`config.mk`:
```
export PLATFORM = sky130hd
export DESIGN_NAME = multi_pin_history_debouncer_top
export DESIGN_NICKNAME = d
export VERILOG_FILES = /design/src/hw/rtl/mphd_pkg.sv /design/src/hw/rtl/mphd_ring.sv /design/src/hw/rtl/multi_pin_history_debouncer_top.sv
export SDC_FILE = /design/constraint.sdc
export NUM_CORES = 1
export LEC_CHECK = 0
export BUFFER_PORTS_ARGS = -buffer_cell sky130_fd_sc_hd__clkbuf_2
export CAP_MARGIN = 20
export CORE_MARGIN = 2
export CORE_UTILIZATION = 29
export CTS_CLUSTER_DIAMETER = 40
export DETAILED_ROUTE_END_ITERATION = 10
export PLACE_DENSITY = 0.47
export SYNTH_ARGS = -nofsm -noshare
export SYNTH_HDL_FRONTEND = slang
export SYNTH_HIERARCHICAL = 1
export SYNTH_SLANG_ARGS = --single-unit
export TNS_END_PERCENT = 50
```
`constraint.sdc`:
```
create_clock -name clk -period 8.2 [get_ports clk]
set_clock_uncertainty 0.1 [all_clocks]
set_input_delay 1.23 -clock clk [delete_from_list [all_inputs] [get_ports clk]]
set_output_delay 1.23 -clock clk [all_outputs]
set_load 0.01 [all_outputs]
```
`src/hw/rtl/mphd_pkg.sv`:
```
// shared types and constants for the multi-pin history debouncer
// no dependencies; used by mphd_ring, multi_pin_history_debouncer_top and the bench
`timescale 1ns / 1ps
`default_nettype none

package mphd_pkg;

	localparam int NUM_PINS_DEF      = 16;
	localparam int HISTORY_DEPTH_DEF = 10;

	// fixed field widths
	localparam int LEVELS_W = 16;
	localparam int INDEX_W  = 4;
	localparam int LEN_W    = 4;
	localparam int CFG_W    = 64;
	localparam int ADDR_W   = 2;
	localparam int OUT_W    = 8;

	// configuration register indexes
	typedef enum logic [ADDR_W-1:0] {
		CFG_PIN_ENABLE = 2'd0,
		CFG_FILTER_LEN = 2'd1
	} cfg_addr_t;

	typedef enum logic [1:0] {
		ST_IDLE,
		ST_CMP,
		ST_EMIT
	} state_t;

	// sequencer commands to the sample ring
	typedef struct packed {
		logic prime;  // fill every slot with the sample
		logic push;   // write the next slot and aim the read pointer behind it
		logic step;   // move the read pointer one slot further back
	} ring_ctrl_t;

endpackage

`default_nettype wire

```
`src/hw/rtl/mphd_ring.sv`:
```
// sample history ring: storage, write pointer and a backward-walking read pointer
// depends on mphd_pkg
`timescale 1ns / 1ps
`default_nettype none

module mphd_ring #(
	parameter int NUM_PINS      = mphd_pkg::NUM_PINS_DEF,
	parameter int HISTORY_DEPTH = mphd_pkg::HISTORY_DEPTH_DEF
) (
	input  wire logic                 clk,
	input  wire logic                 arst_n,
	input  wire mphd_pkg::ring_ctrl_t ctrl,
	input  wire logic [NUM_PINS-1:0]  sample,
	output logic      [NUM_PINS-1:0]  rd_data
);

	localparam int PW = $clog2(HISTORY_DEPTH);
	localparam logic [PW-1:0] LAST_SLOT = PW'(HISTORY_DEPTH - 1);

	logic [NUM_PINS-1:0] ring_q [HISTORY_DEPTH];
	logic [PW-1:0]       wr_ptr_q;
	logic [PW-1:0]       rd_slot_q;
	logic [PW-1:0]       wr_back;
	logic [PW-1:0]       rd_back;

	assign wr_back = (wr_ptr_q == '0) ? LAST_SLOT : wr_ptr_q - 1'b1;
	assign rd_back = (rd_slot_q == '0) ? LAST_SLOT : rd_slot_q - 1'b1;
	assign rd_data = ring_q[rd_slot_q];

	always_ff @(posedge clk or negedge arst_n) begin
		if (!arst_n) begin
			wr_ptr_q  <= '0;
			rd_slot_q <= '0;
		end else if (ctrl.prime) begin
			wr_ptr_q <= '0;
		end else if (ctrl.push) begin
			wr_ptr_q  <= (wr_ptr_q == LAST_SLOT) ? '0 : wr_ptr_q + 1'b1;
			rd_slot_q <= wr_back;
		end else if (ctrl.step) begin
			rd_slot_q <= rd_back;
		end
	end

	always_ff @(posedge clk) begin
		if (ctrl.prime) begin
			for (int k = 0; k < HISTORY_DEPTH; k++) begin
				ring_q[k] <= sample;
			end
		end else if (ctrl.push) begin
			ring_q[wr_ptr_q] <= sample;
		end
	end

endmodule

`default_nettype wire

```
`src/hw/rtl/multi_pin_history_debouncer_top.sv`:
```
// multi-pin debouncer with a short sample history, top level
// depends on mphd_pkg and mphd_ring
//
// usage: each word on s_* is one periodic sample of all pin levels (bit i is
// pin i). the first word after reset primes the history and the stable levels
// and gives no results. every later word is written to the ring, then the
// history is walked back over all older slots one slot per cycle, all pins
// compared in parallel. after that the changed pins are sent on m_*, one word
// per cycle while the receiver keeps up, in ascending pin order, the final one
// flagged; a sample with no changes sends no word. the walk is sequential, set
// by the single ring read port, and every word passes the single output
// register; s_tready is low while a sample is walked or emitted.
// a stalled receiver holds m_* in the output register and pauses the emit
// sequence; the next sample is taken while the final word still waits.
// configuration is written through cfg_we/cfg_addr/cfg_wdata; the user must
// write it only while idle, the block itself does not enforce this.
// reset (arst_n low) clears the enables, filter lengths, stable levels, the
// primed flag and the output; the history itself is refilled by priming.
`timescale 1ns / 1ps
`default_nettype none

module multi_pin_history_debouncer_top #(
	parameter int NUM_PINS      = mphd_pkg::NUM_PINS_DEF,
	parameter int HISTORY_DEPTH = mphd_pkg::HISTORY_DEPTH_DEF
) (
	input  wire logic                          clk,
	input  wire logic                          arst_n,
	input  wire logic                          s_tvalid,
	output logic                               s_tready,
	input  wire logic [mphd_pkg::LEVELS_W-1:0] s_tdata,   // [15:0] pin_levels
	output logic                               m_tvalid,
	input  wire logic                          m_tready,
	// [3:0] pin_index, [4] new_level, [5] last_change, [7:6] zero
	output logic      [mphd_pkg::OUT_W-1:0]    m_tdata,
	input  wire logic                          cfg_we,
	input  wire logic [mphd_pkg::ADDR_W-1:0]   cfg_addr,
	input  wire logic [mphd_pkg::CFG_W-1:0]    cfg_wdata
);

	localparam int PW = $clog2(HISTORY_DEPTH);
	localparam int LW = mphd_pkg::LEN_W;
	localparam int IW = mphd_pkg::INDEX_W;
	localparam logic [PW-1:0] LAST_STEP = PW'(HISTORY_DEPTH - 1);

	mphd_pkg::state_t     state_q, state_nx;
	mphd_pkg::ring_ctrl_t ring_ctrl;

	logic [NUM_PINS-1:0]    enable_q;
	logic [LW*NUM_PINS-1:0] filter_q;
	logic [NUM_PINS-1:0]    stable_q;
	logic                   primed_q;
	logic [NUM_PINS-1:0]    sample_q;
	logic [NUM_PINS-1:0]    agree_q, agree_nx;
	logic [NUM_PINS-1:0]    pend_q, pend_rest, change;
	logic [PW-1:0]          step_q;
	logic [NUM_PINS-1:0]    rd_data;
	logic [NUM_PINS-1:0]    sample_in;

	logic          out_valid_q;
	logic [IW-1:0] out_idx_q, lo_idx;
	logic          out_level_q, out_last_q;

	logic accept, last_step, load;

	assign sample_in = s_tdata[NUM_PINS-1:0];
	assign accept    = s_tvalid && s_tready;
	assign last_step = (step_q == LAST_STEP);

	mphd_ring #(
		.NUM_PINS      (NUM_PINS),
		.HISTORY_DEPTH (HISTORY_DEPTH)
	) u_ring (
		.clk     (clk),
		.arst_n  (arst_n),
		.ctrl    (ring_ctrl),
		.sample  (sample_in),
		.rd_data (rd_data)
	);

	// a pin keeps agreeing while the slot is beyond its filter length or matches
	always_comb begin
		for (int p = 0; p < NUM_PINS; p++) begin
			agree_nx[p] = agree_q[p] &&
				((filter_q[LW*p +: LW] < LW'(step_q)) || (rd_data[p] == sample_q[p]));
		end
	end

	assign change    = enable_q & agree_nx & (sample_q ^ stable_q);
	assign pend_rest = pend_q & (pend_q - 1'b1);

	always_comb begin
		lo_idx = '0;
		for (int i = NUM_PINS - 1; i >= 0; i--) begin
			if (pend_q[i]) begin
				lo_idx = IW'(i);
			end
		end
	end

	// next state
	always_comb begin
		state_nx = state_q;
		case (state_q)
			mphd_pkg::ST_IDLE: begin
				if (accept && primed_q) begin
					state_nx = mphd_pkg::ST_CMP;
				end
			end
			mphd_pkg::ST_CMP: begin
				if (last_step) begin
					state_nx = mphd_pkg::ST_EMIT;
				end
			end
			mphd_pkg::ST_EMIT: begin
				if ((pend_q == '0) || (load && (pend_rest == '0))) begin
					state_nx = mphd_pkg::ST_IDLE;
				end
			end
			default: state_nx = mphd_pkg::ST_IDLE;
		endcase
	end

	// outputs of the sequencer
	always_comb begin
		s_tready        = 1'b0;
		ring_ctrl       = '0;
		load            = 1'b0;
		case (state_q)
			mphd_pkg::ST_IDLE: begin
				s_tready        = 1'b1;
				ring_ctrl.prime = s_tvalid && !primed_q;
				ring_ctrl.push  = s_tvalid && primed_q;
			end
			mphd_pkg::ST_CMP: begin
				ring_ctrl.step = 1'b1;
			end
			mphd_pkg::ST_EMIT: begin
				load = (pend_q != '0) && (!out_valid_q || m_tready);
			end
			default: ;
		endcase
	end

	always_ff @(posedge clk or negedge arst_n) begin
		if (!arst_n) begin
			state_q  <= mphd_pkg::ST_IDLE;
			enable_q <= '0;
			filter_q <= '0;
			stable_q <= '0;
			primed_q <= 1'b0;
			pend_q   <= '0;
			step_q   <= '0;
			agree_q  <= '0;
			out_valid_q <= 1'b0;
		end else begin
			state_q <= state_nx;
			if (cfg_we) begin
				case (cfg_addr)
					mphd_pkg::CFG_PIN_ENABLE: enable_q <= cfg_wdata[NUM_PINS-1:0];
					mphd_pkg::CFG_FILTER_LEN: filter_q <= cfg_wdata[LW*NUM_PINS-1:0];
					default: ;
				endcase
			end
			if (ring_ctrl.prime) begin
				stable_q <= sample_in;
				primed_q <= 1'b1;
			end
			if (ring_ctrl.push) begin
				agree_q <= '1;
				step_q  <= PW'(1);
			end
			if (ring_ctrl.step) begin
				agree_q <= agree_nx;
				step_q  <= step_q + 1'b1;
				if (last_step) begin
					pend_q   <= change;
					stable_q <= stable_q ^ change;
				end
			end
			if (load) begin
				pend_q      <= pend_rest;
				out_valid_q <= 1'b1;
			end else if (m_tready) begin
				out_valid_q <= 1'b0;
			end
		end
	end

	always_ff @(posedge clk) begin
		if (ring_ctrl.push) begin
			sample_q <= sample_in;
		end
		if (load) begin
			out_idx_q   <= lo_idx;
			out_level_q <= sample_q[lo_idx];
			out_last_q  <= (pend_rest == '0);
		end
	end

	assign m_tvalid = out_valid_q;
	assign m_tdata  = {2'b00, out_last_q, out_level_q, out_idx_q};

	a_pend_empty_idle: assert property (@(posedge clk) disable iff (!arst_n)
		(state_q == mphd_pkg::ST_IDLE) |-> (pend_q == '0))
		else $error("pending changes left over while idle");

	a_step_range: assert property (@(posedge clk) disable iff (!arst_n)
		(state_q == mphd_pkg::ST_CMP) |-> ((step_q != '0) && (step_q <= LAST_STEP)))
		else $error("history step out of range");

	a_primed_enters_cmp: assert property (@(posedge clk) disable iff (!arst_n)
		(accept && primed_q) |=> (state_q == mphd_pkg::ST_CMP))
		else $error("sample accepted but compare walk not started");

	a_prime_no_walk: assert property (@(posedge clk) disable iff (!arst_n)
		(accept && !primed_q) |=> (primed_q && (state_q == mphd_pkg::ST_IDLE)))
		else $error("priming sample did not complete in one cycle");

	a_load_no_overwrite: assert property (@(posedge clk) disable iff (!arst_n)
		load |-> (!out_valid_q || m_tready))
		else $error("output word overwritten before taken");

endmodule

`default_nettype wire

```
# == Word-level counts from Yosys, hierarchy flattened ==
# Memory sizes are Yosys's and may differ from the RTL's.
# Cells that the tools add are included.
# word_totals
reg_bits,166
mem_bits_rw,160
inputBits,87
output_inout_bits,10
mem_count,1
# mem_list
memory,depth,word_bits,rd,rd_ports_with_merged_regs,write_ports,line_no,text
u_ring.ring_q,10,16,1,0,10,mphd_ring.sv:20,logic [NUM_PINS-1:0] ring_q [HISTORY_DEPTH];
# classes
add_sub_neg,5
magnitude_cmp,17
eq_ne,24
mux,53
n_bitwise,6
n_reduce_logical,60
# ops
operator,count
2-to-1 mux 16 bit,9
2-to-1 mux 4 bit,26
less-than comparator 4 bit,16
AND 16 bit,3
logical NOT 16 bit,2
XOR 16 bit,2
logical AND 1 bit,22
logical OR 1 bit,18
equality test 1 bit,16
nonzero test 16 bit,1
OR reduction 16 bit,1
subtractor 16 x 1 -> 16 bit (second input constant),1
2-to-1 mux 1 bit,12
nonzero test 2 bit,5
adder 4 x 1 -> 4 bit (second input constant),2
equality test 4 bit (second input constant),2
logical NOT 4 bit,2
2-to-1 mux 2 bit,4
AND reduction 2 bit,4
subtractor 4 x 1 -> 4 bit (second input constant),2
!= test 2 bit (second input constant),3
one-hot mux 2 bit (3 select lines),1
less-than comparator 4 x 5 -> 1 bit (second input constant),1
binary-select mux 1 bit (select 4 bit),1
6 further kinds,9

# == Depth between registers and ports, before layout ==
# Gate-level depths: netlist of the first run.
# logic_depth
word_depth,18
depth_mapped,11

# == Modules after synthesis ==
# Netlist of the first run, hierarchy kept.
# modules_own_cells
mod,n_inst,cells_per_inst,area_each_um2,seq_area_each_um2
mphd_ring,1,492,10272.4,7887.6
multi_pin_history_debouncer_top,1,700,8084.0,4063.9

# == Worst setup path after synthesis of the first run ==
# Ideal clock, no wire load.
# synth_path
path_kind,in2reg
startpoint,input port s_tvalid
endpoint,memory u_ring/ring_q[2][0] (netlist name) (enable)
setup_ns,0.414
arrival_time_ns,4.202
path_slack_ns,3.483
cell_stages,7
path_buffers,2
cell_sequence,and2_1 nand2_1 inv_1 buf_1 buf_1 nand3b_1 o31ai_1
# synth_rtl
element,line_no,text
start: declaration,multi_pin_history_debouncer_top.sv:28,"input wire logic s_tvalid,"
end: declaration,mphd_ring.sv:20,

==> flow_summary_export.csv, run 1 <==
group,metric,value,unit
synthesis,yosys_warnings,6,
drt,drcViolationCount,0,
worst_setup_path,r2r_cells,9,
grt,gr-total-overflow,0,
clocking,clk_path_buf_depth,3,
synthesis,syn_area,0.01836,sq mm
drt,postRouteAntennaNets,0,
synthesis,ys_types,65,
die,initial_core_util,0.2921,
final_layout,diodes,0,
drt,viasPerCell,4.893,
drt,firstDrtPassIters,5,
worst_setup_path,cp.depth,9,
timing,hold_violations,0,
drt,drt_iter0_markers,883,
clocking,ctsResizeCount,0,
synthesis,synthArstFlopShare,0.3412,
clocking,ctsRootBufferMaster,"clkbuf_16",
clocking,clock_latency,0.61,ns
drt,avgRoutedWirePerCell,22.83,um
timing,setup_viol,0,
worst_hold_path,min_to,"primed_q$_DFFE_PN0P_",
synthesis,synthCells,1192,
worst_setup_path,critPathRequiredTime,8.64,ns
synthesis,synth_edf_count,278,
worst_setup_path,crit_buf_inv,1,
synthesis,synthFlopType,"edfxtp_1",
worst_setup_path,r2r_setup_slack,4.44,ns
synthesis,ys_ff_latch,422,
final_layout,area_growth_syn_to_layout,21.91,%
power_and_ir_drop,powerDensity,370.5,mW/mm^2
worst_hold_path,hold_depth,1,
grt,grt_usage,0.1569,
power_and_ir_drop,leakage,8.260,nW
timing,max_freq,0.2660,GHz
clocking,htreeDepth,3,
die,core,0.06285,sq mm
timing,drv_slew,0,
worst_setup_path,slowest_delay,0.79,ns
clocking,cts_buffers,75,
drt,routed_wl,50890,um
die,top_level_ports,97,
worst_setup_path,cp_cell_sequence,"buf_4 -> mux4_2 -> o22ai_1 -> nor3_1 -> a221o_1 -> xnor2_1 -> o211ai_1 -> mux2_2 -> nor2_1",
die,num_rows,92,
placed_design,dp_worst_setup_slack,3.961,ns
worst_setup_path,worst-path-max-fanout,39,
clocking,post_cts_buffers,0,
worst_setup_path,worstReg2RegStart,"u_ring/rd_slot_q[1]$_DFFE_PN0P_",
worst_hold_path,hp-start,"primed_q$_DFFE_PN0P_",
run,max-cap-violations,0,
clocking,clock-sinks,422,
worst_setup_path,critPathLaunchType,"register",
timing,tightest_slew,1.036,ns
grt,first_global_vias,11332,
placed_design,dp_hpwl,33450,um
clocking,holdBufCountCts,0,
worst_setup_path,critical_path_class,"reg2reg",
synthesis,synth_area_leaders,"edfxtp_1 45%, dfrtp_1 20%, mux4_2 6.1%, mux2_2 5.6%, ha_1 3.4%",
drt,vias,10907,
die,die_w,255.6,um
timing,period_minus_slack,3.760,ns
placed_design,io_buffers,94,
synthesis,synth_top_area_frac,0.4548,
placed_design,place_congestion,0.8522,
grt,grt_first_pass_wirelength,76380,um
timing,finalSetupTns,0,ns
outcome,status,"complete, no violations",
timing,whs,0.3952,ns
worst_setup_path,cpLargestDelayFamily,"multiplexers",
grt,antenna_found_initial,1,
die,die_h,255.6,um
grt,grt_start_max_net_pins,87,
final_layout,finalNetCount,1465,
die,die_area,0.06533,sq mm
power_and_ir_drop,ir_drop,0.0001626,V
worst_setup_path,crit_slowest_cell,"dfrtp_2",
timing,fin_crit_sh,0.4585,
timing,worst_slack,4.440,ns
timing,maxSlewHeadroom,0.3091,
worst_hold_path,hp-class,"reg2reg",
synthesis,synth_largest_area_cell,"edfxtp_1",
synthesis,synthTopCellsByCount,"278 x edfxtp_1, 144 x dfrtp_1, 92 x mux2_2",
clocking,clk_pin_slew,0.05,ns
timing,rsz0062_at_grt,"false",
synthesis,synth.avg_cell_area,15.40,sq um
worst_setup_path,cp.arrival,4.20,ns
final_layout,drive_gt1_frac,0.2972,
synthesis,ys_seq_area_frac,0.6511,
clocking,cts_tree,"yes",
synthesis,synth.most_common_cell,"edfxtp_1",
worst_setup_path,cp-end-kind,"register",
## cells by family (layout without fill, tap and decap cells)
kind of cell,Yosys count,after routing,share of synthesized area
compound gates,228,228,0.08432
xor+xnor,36,36,0.01718
fa+ha+maj,51,51,0.03463
buf+inv,70,260,0.01881
flops,422,422,0.6511
mux,154,154,0.1314
other cells,1,2,0.0002043
simple gates,230,230,0.06237
## state kept, by name (all words and copies together) (netlist names), named ones only
| name | cells |
|---|---|
| agree_q | 16 |
| enable_q | 16 |
| filter_q | 64 |
| m_tvalid | 1 |
| out_idx_q | 4 |
| out_last_q | 1 |
| out_level_q | 1 |
| pend_q | 16 |
| primed_q | 1 |
| sample_q | 16 |
| state_q | 2 |
| step_q | 4 |
| u_ring/rd_slot_q | 4 |
| u_ring/ring_q | 256 |
| u_ring/wr_ptr_q | 4 |
## placed cells by master, fill, tap and decap left out, drive strengths merged, types with 9 or more instances in the layout
cell type,synthesis,routed
nand3,16,16
ha,50,50
xnor2,32,32
a21oi,37,37
inv,14,29
clkbuf,25,175
o2111ai,10,10
edfxtp,278,278
a22oi,20,20
mux4,58,58
nand2,76,76
a21o,30,30
mux2,92,92
nor2b,15,15
nor3,21,21
clkinv,0,18
buf,31,21
o31ai,17,17
o22ai,13,13
dfrtp,144,144
o21ai,47,47
nand2b,23,23
clkinvlp,0,9
nor2,45,45
## per-layer routing
| layer | up-vias | track usage | wire, um |
|---|---|---|---|
| met5 | - | 0 | 0 |
| met4 | 0 | 0.06140 | 1676 |
| met3 | 89 | 0.03387 | 2275 |
| met2 | 311 | 0.2465 | 23710 |
| met1 | 5563 | 0.2121 | 23230 |
| li1 | 4944 | - | - |
## where the power goes
group	internal, mW	switching [mW]	leakage [nW]	total (mW)
Sequential	2.59	0.304	4.23	2.90
Combinational	0.944	1.34	2.81	2.28
Clock	2.00	1.11	1.22	3.11
Total	5.54	2.75	8.26	8.29
## area by class of cell
cell class                 count  area, sq um
tap                          846         1059
clock buffer                  82         1966
inverter                      14        52.55
sequential                   422        11950
fill                        5995        40470
timing repair buffer         114        626.9
clock inverter                50        561.8
multi-input combinational    701         6158
## how the worst max path moves through the flow
stage | start | end
2_1_floorplan | s_tvalid | u_ring/ring_q[2][0]$_DFFE_PP_
3_5_place_dp | s_tvalid | u_ring/ring_q[1][3]$_DFFE_PP_
3_3_place_gp | s_tvalid | u_ring/ring_q[1][7]$_DFFE_PP_
4_1_cts | u_ring/rd_slot_q[1]$_DFFE_PN0P_ | register
6_report | u_ring/rd_slot_q[1]$_DFFE_PN0P_ | register
5_1_grt | u_ring/rd_slot_q[1]$_DFFE_PN0P_ | register
## through the flow
stage          power, mW    util  area (sq um)  cells
3_5_place_dp       5.237  0.3158         19850   2097
3_3_place_gp       5.211  0.3157         19840   2096
4_1_cts            8.392  0.3560         22380   2229
2_1_floorplan      4.434       -         18360   1193
6_report           8.290  0.3560         22380   2229
5_1_grt            8.741  0.3560         22380   2229
Note: power is estimated with default switching activity, not from simulation.
==> inputs of run 2 (changes only) <==
- clock period: 8.2 -> 3.5 ns (I/O delays scaled with it)
==> flow_summary_export.csv, run 2 (synthesis gave the netlist of run 1 again) <==
group,metric,value,unit
outcome,status,"complete, no violations",
grt,grt_usage,0.1521,
die,num_rows,92,
timing,fin_crit_sh,0.8549,
worst_setup_path,r2r_setup_slack,0.51,ns
clocking,post_cts_buffers,0,
drt,routed_wl,49670,um
final_layout,area_growth_syn_to_layout,24.35,%
drt,drt_iter0_markers,742,
run,max-cap-violations,0,
clocking,htreeDepth,3,
grt,use_met2,0.2532,
worst_setup_path,critPathLaunchType,"register",
clocking,cts_tree,"yes",
placed_design,place_congestion,0.8051,
timing,whs,0.05952,ns
timing,rsz0062_at_grt,"false",
timing,hold_violations,0,
timing,period_minus_slack,2.992,ns
timing,worst_slack,0.5078,ns
clocking,cts_buffers,75,
worst_setup_path,critical_path_class,"reg2reg",
grt,grt_start_max_net_pins,78,
worst_setup_path,cp_cell_sequence,"buf_12 -> buf_4 -> mux4_2 -> a22oi_1 -> nand2_1 -> xor2_1 -> o21ai_0 -> nand4_1 -> mux2_2",
grt,first_global_vias,11479,
worst_hold_path,hp-start,"cfg_wdata[52]",
drt,firstDrtPassIters,5,
timing,drv_slew,0,
clocking,ctsRootBufferMaster,"clkbuf_16",
final_layout,final_util,0.3632,
final_layout,final_common_cell,"edfxtp_1",
final_layout,diodes,0,
power_and_ir_drop,powerDensity,843.0,mW/mm^2
grt,gr-total-overflow,0,
die,top_level_ports,97,
final_layout,multi_input_area,0.006165,sq mm
power_and_ir_drop,leakage,8.518,nW
worst_setup_path,worstReg2RegStart,"u_ring/rd_slot_q[1]$_DFFE_PN0P_",
timing,setup_viol,0,
grt,top_usage_layer,"met2",
drt,avgRoutedWirePerCell,21.69,um
drt,drcViolationCount,0,
worst_setup_path,crit_buf_inv,2,
final_layout,mostFrequentLayoutCells,"278 x edfxtp_1, 142 x dfrtp_1, 93 x clkbuf_2",
clocking,clk_path_buf_depth,3,
final_layout,top_regs,"u_ring/ring_q: 256 flops, filter_q: 64 flops",
worst_setup_path,crit_slowest_cell,"dfrtp_2",
final_layout,drive_gt1_frac,0.3234,
clocking,clock-sinks,422,
worst_hold_path,min_to,"filter_q[52]$_DFFE_PN0P_",
worst_setup_path,cp.arrival,3.36,ns
final_layout,fill_cells,6032,
clocking,clock_latency,0.60,ns
worst_hold_path,hold_depth,2,
final_layout,largest_register_ffs,256,
die,initial_core_util,0.2921,
worst_hold_path,hp-class,"in2reg",
drt,viasPerCell,4.838,
worst_setup_path,cp-end-kind,"register",
final_layout,register_area,0.01195,sq mm
clocking,clk_pin_slew,0.05,ns
grt,grt_first_pass_wirelength,74670,um
die,core,0.06285,sq mm
grt,use_met3,0.03129,
power_and_ir_drop,ir_drop,0.0003432,V
worst_setup_path,startpoint,"u_ring/rd_slot_q[1]$_DFFE_PN0P_",
timing,max_freq,0.3342,GHz
timing,tightest_slew,0.9241,ns
die,die_w,255.6,um
worst_setup_path,slowest_delay,0.75,ns
die,die_h,255.6,um
final_layout,regMostFlops,"u_ring/ring_q",
timing,maxSlewHeadroom,0.3816,
drt,vias,11078,
worst_setup_path,critPathRequiredTime,3.87,ns
placed_design,dp_worst_setup_slack,0.5064,ns
drt,postRouteAntennaNets,0,
worst_setup_path,worst-path-max-fanout,22,
worst_setup_path,r2r_cells,9,
grt,antenna_found_initial,1,
worst_setup_path,cpLargestDelayFamily,"flip-flops",
final_layout,finalNetCount,1520,
placed_design,io_buffers,94,
grt,grtUsageMet1,0.1985,
die,die_area,0.06533,sq mm
placed_design,dp_hpwl,33060,um
run 2: changes by cell type in the layout (fill, tap and decap cells not counted), sizes merged:
cell	previous run	this run
clkbuf	175	182
buf	21	75
clkinv	18	22
dlygate4sd3	0	1
bufinv	8	3
clkinvlp	9	13
inv	29	25
run 2: worst reg2reg max path, cell delays in order (launching register included):
cell and delay (ns):
dfrtp_2 0.75, buf_12 0.28, buf_4 0.25, mux4_2 0.33
a22oi_1 0.21, nand2_1 0.13, xor2_1 0.20, o21ai_0 0.13
nand4_1 0.14, mux2_2 0.35
run 2: how the worst max path moves through the flow:
| stage | end | slack [ns] | cells past startpoint |
|---|---|---|---|
| finish | register | 0.51 | 9 |
| CTS | pend_q[1]$_DFFE_PN0P_ | 0.48 | 8 |
| global placement | pend_q[1]$_DFFE_PN0P_ | 0.56 | 8 |
| detailed placement | pend_q[1]$_DFFE_PN0P_ | 0.51 | 8 |
| global route | pend_q[1]$_DFFE_PN0P_ | 0.25 | 8 |
| floorplan | u_ring/ring_q[7][0]$_DFFE_PP_ | -0.40 | 7 |
run 2: stage by stage:
stage	power (mW)	TNS, ns	cell area (sq um)	cells
2_1_floorplan	10.42	-17.31	18430	1193
3_5_place_dp	12.34	0	20340	2151
5_1_grt	20.33	0	22830	2290
4_1_cts	19.49	0	22830	2290
6_report	19.24	0	22830	2290
3_3_place_gp	12.25	0	20340	2151
run 2: routing by layer:
metal  up-vias  share of wire
met4         2          0.022
li1       5070              -
met2       310           0.49
met5         -        0.00016
met3        76          0.049
met1      5620           0.44
run 2: report_power, final:
group	switching, mW	total (mW)	leakage (nW)	internal (mW)
Clock	2.62	7.03	1.17	4.41
Combinational	2.98	5.40	3.11	2.42
Sequential	0.736	6.81	4.23	6.07
Total	6.34	19.2	8.52	12.9
run 2: area by class of cell:
| type | count | area share |
|---|---|---|
| clock inverter | 49 | 0.02039 |
| multi-input combinational | 701 | 0.2701 |
| timing repair buffer | 169 | 0.04895 |
| clock buffer | 89 | 0.08820 |
| tap | 846 | 0.04637 |
| inverter | 14 | 0.002302 |
| sequential | 422 | 0.5237 |
run 2: what timing repair did:
action                    CTS  global route
hold endpoints to repair   73             0
hold buffers                1             0
gates resized for setup     0             0
==> inputs of run 3 (changes only) <==
--- a/config.mk
+++ b/config.mk
@@ -9,2 +9,3 @@
 export CAP_MARGIN = 20
+export CORE_ASPECT_RATIO = 1.5
 export CORE_MARGIN = 2
--- a/constraint.sdc
+++ b/constraint.sdc
@@ -4,2 +4,2 @@
 set_output_delay 0.525 -clock clk [all_outputs]
-set_load 0.01 [all_outputs]
+set_load 0.1 [all_outputs]
==> flow_summary_export.csv, run 3 (synthesis gave the netlist of run 1 again) <==
group,metric,value,unit
outcome,status,"complete, no violations",
worst_hold_path,hp-class,"in2reg",
timing,period_minus_slack,3.114,ns
worst_setup_path,cpMostUsedCell,"o21ai_0",
final_layout,final_common_cell,"edfxtp_1",
final_layout,top_regs,"u_ring/ring_q: 256 flops, filter_q: 64 flops",
timing,maxSlewHeadroom,0.4131,
drt,wl_met2,27400,um
worst_setup_path,crit_slowest_cell,"dfrtp_2",
die,initial_core_util,0.2918,
die,num_rows,113,
final_layout,drive_gt1_frac,0.2899,
clocking,clk_path_buf_depth,3,
grt,grt_usage,0.1532,
worst_setup_path,cp.arrival,3.45,ns
drt,routed_wl,49630,um
grt,gr-total-overflow,0,
timing,worst_slack,0.3857,ns
die,die_area,0.06537,sq mm
clocking,htreeDepth,2,
timing,fin_crit_sh,0.8898,
grt,first_global_vias,11314,
timing,finalSetupTns,0,ns
final_layout,final_util,0.3452,
drt,drt_iter0_markers,702,
worst_setup_path,cp.depth,8,
drt,vias,10690,
worst_setup_path,cpLargestDelayFamily,"compound AO/OA/AOI/OAI gates",
clocking,cts_tree,"yes",
timing,drv_slew,0,
clocking,clock-sinks,422,
die,top_level_ports,97,
die,core,0.06292,sq mm
clocking,cts_buffers,47,
worst_setup_path,critPathLaunchType,"register",
placed_design,place_congestion,0.8714,
run,max-cap-violations,0,
clocking,ctsRootBufferMaster,"clkbuf_16",
timing,rsz0062_at_grt,"false",
final_layout,largest_register_ffs,256,
final_layout,regMostFlops,"u_ring/ring_q",
placed_design,post_dp_cell_area,0.02018,sq mm
placed_design,dp_hpwl,33320,um
worst_setup_path,startpoint,"u_ring/rd_slot_q[1]$_DFFE_PN0P_",
drt,wl_met3,1466,um
worst_setup_path,crit_buf_inv,1,
worst_setup_path,r2r_cells,8,
drt,viasPerCell,4.908,
final_layout,diodes,0,
worst_setup_path,r2r_setup_slack,0.39,ns
worst_setup_path,worstReg2RegStart,"u_ring/rd_slot_q[1]$_DFFE_PN0P_",
worst_setup_path,worst-path-max-fanout,42,
power_and_ir_drop,powerDensity,788.7,mW/mm^2
drt,drcViolationCount,0,
drt,highest-signal-layer,"met4",
worst_setup_path,cp_cell_sequence,"buf_4 -> mux4_2 -> a22oi_1 -> nand2_1 -> xnor2_1 -> o21ai_0 -> o21ai_0 -> o31a_1",
timing,tightest_slew,0.8803,ns
grt,antenna_found_initial,1,
drt,avgRoutedWirePerCell,22.79,um
final_layout,finalNetCount,1471,
clocking,ctsResizeCount,0,
timing,max_freq,0.3211,GHz
worst_setup_path,critPathRequiredTime,3.84,ns
die,die_w,209.4,um
drt,firstDrtPassIters,6,
drt,drt-met1-wl,19070,um
final_layout,finalInstanceArea,0.02172,sq mm
timing,hold_violations,0,
worst_setup_path,critical_path_class,"reg2reg",
placed_design,io_buffers,94,
clocking,post_cts_buffers,0,
power_and_ir_drop,leakage,7.990,nW
final_layout,area_growth_syn_to_layout,18.30,%
clocking,clock_latency,0.58,ns
timing,setup_viol,0,
worst_setup_path,slowest_delay,0.69,ns
drt,postRouteAntennaNets,0,
die,die_h,312.1,um
clocking,clk_pin_slew,0.06,ns
clocking,holdBufCountCts,1,
grt,grt_start_max_net_pins,65,
power_and_ir_drop,ir_drop,0.0003670,V
grt,grt_first_pass_wirelength,74610,um
final_layout,mostFrequentLayoutCells,"278 x edfxtp_1, 142 x dfrtp_1, 93 x clkbuf_2",
worst_setup_path,cp-end-kind,"register",
placed_design,dp_worst_setup_slack,0.4090,ns
## run 3: cell count changes in the layout (fill, tap and decap cells not counted), sizes merged
cell	previous run	this run
clkbuf	182	152
clkinvlp	13	3
bufinv	3	2
inv	25	21
buf	75	54
clkinv	22	17
## run 3: layout make-up
| type | count | area (sq um) |
|---|---|---|
| inverter | 14 | 52.55 |
| multi-input combinational | 701 | 6201 |
| tap | 805 | 1007 |
| fill | 6092 | 41200 |
| sequential | 422 | 11950 |
| clock inverter | 29 | 255.2 |
| timing repair buffer | 148 | 972.2 |
| clock buffer | 59 | 1274 |
## run 3: routing by layer
metal / vias up / track usage
li1: 4923 / -
met1: 5470 / 0.1730
met2: 215 / 0.2932
met3: 82 / 0.01728
met4: 0 / 0.05747
met5: - / 0
## run 3: worst reg2reg max path: stages (launching register included)
cell and delay [ns]:
dfrtp_2 0.69, buf_4 0.61, mux4_2 0.46, a22oi_1 0.20
nand2_1 0.12, xnor2_1 0.15, o21ai_0 0.37, o21ai_0 0.16
o31a_1 0.13
## run 3: worst min path at each step
stage,startpoint,end,slack [ns],cells past startpoint
6_report,cfg_wdata[36],filter_q[36]$_DFFE_PN0P_,0.08,2
5_1_grt,cfg_wdata[36],filter_q[36]$_DFFE_PN0P_,0.06,2
4_1_cts,cfg_wdata[36],filter_q[36]$_DFFE_PN0P_,0.05,2
3_5_place_dp,primed_q$_DFFE_PN0P_,primed_q$_DFFE_PN0P_,0.38,1
3_3_place_gp,primed_q$_DFFE_PN0P_,primed_q$_DFFE_PN0P_,0.37,1
2_1_floorplan,arst_n,asynchronous set/reset pin,0.13,0
## run 3: per-stage QoR
stage	instances	power (mW)	hold slack, ns
floorplan	1193	10.54	0.1294
global placement	2089	12.34	0.3737
detailed placement	2089	12.42	0.3848
CTS	2178	17.38	0.04740
global route	2178	18.12	0.06391
finish	2178	17.13	0.07836
## run 3: power by group
group          total, mW  internal (mW)  switching, mW
combinational       5.44           2.39           3.05
sequential          6.80           6.06          0.738
clock               4.89           2.78           2.11
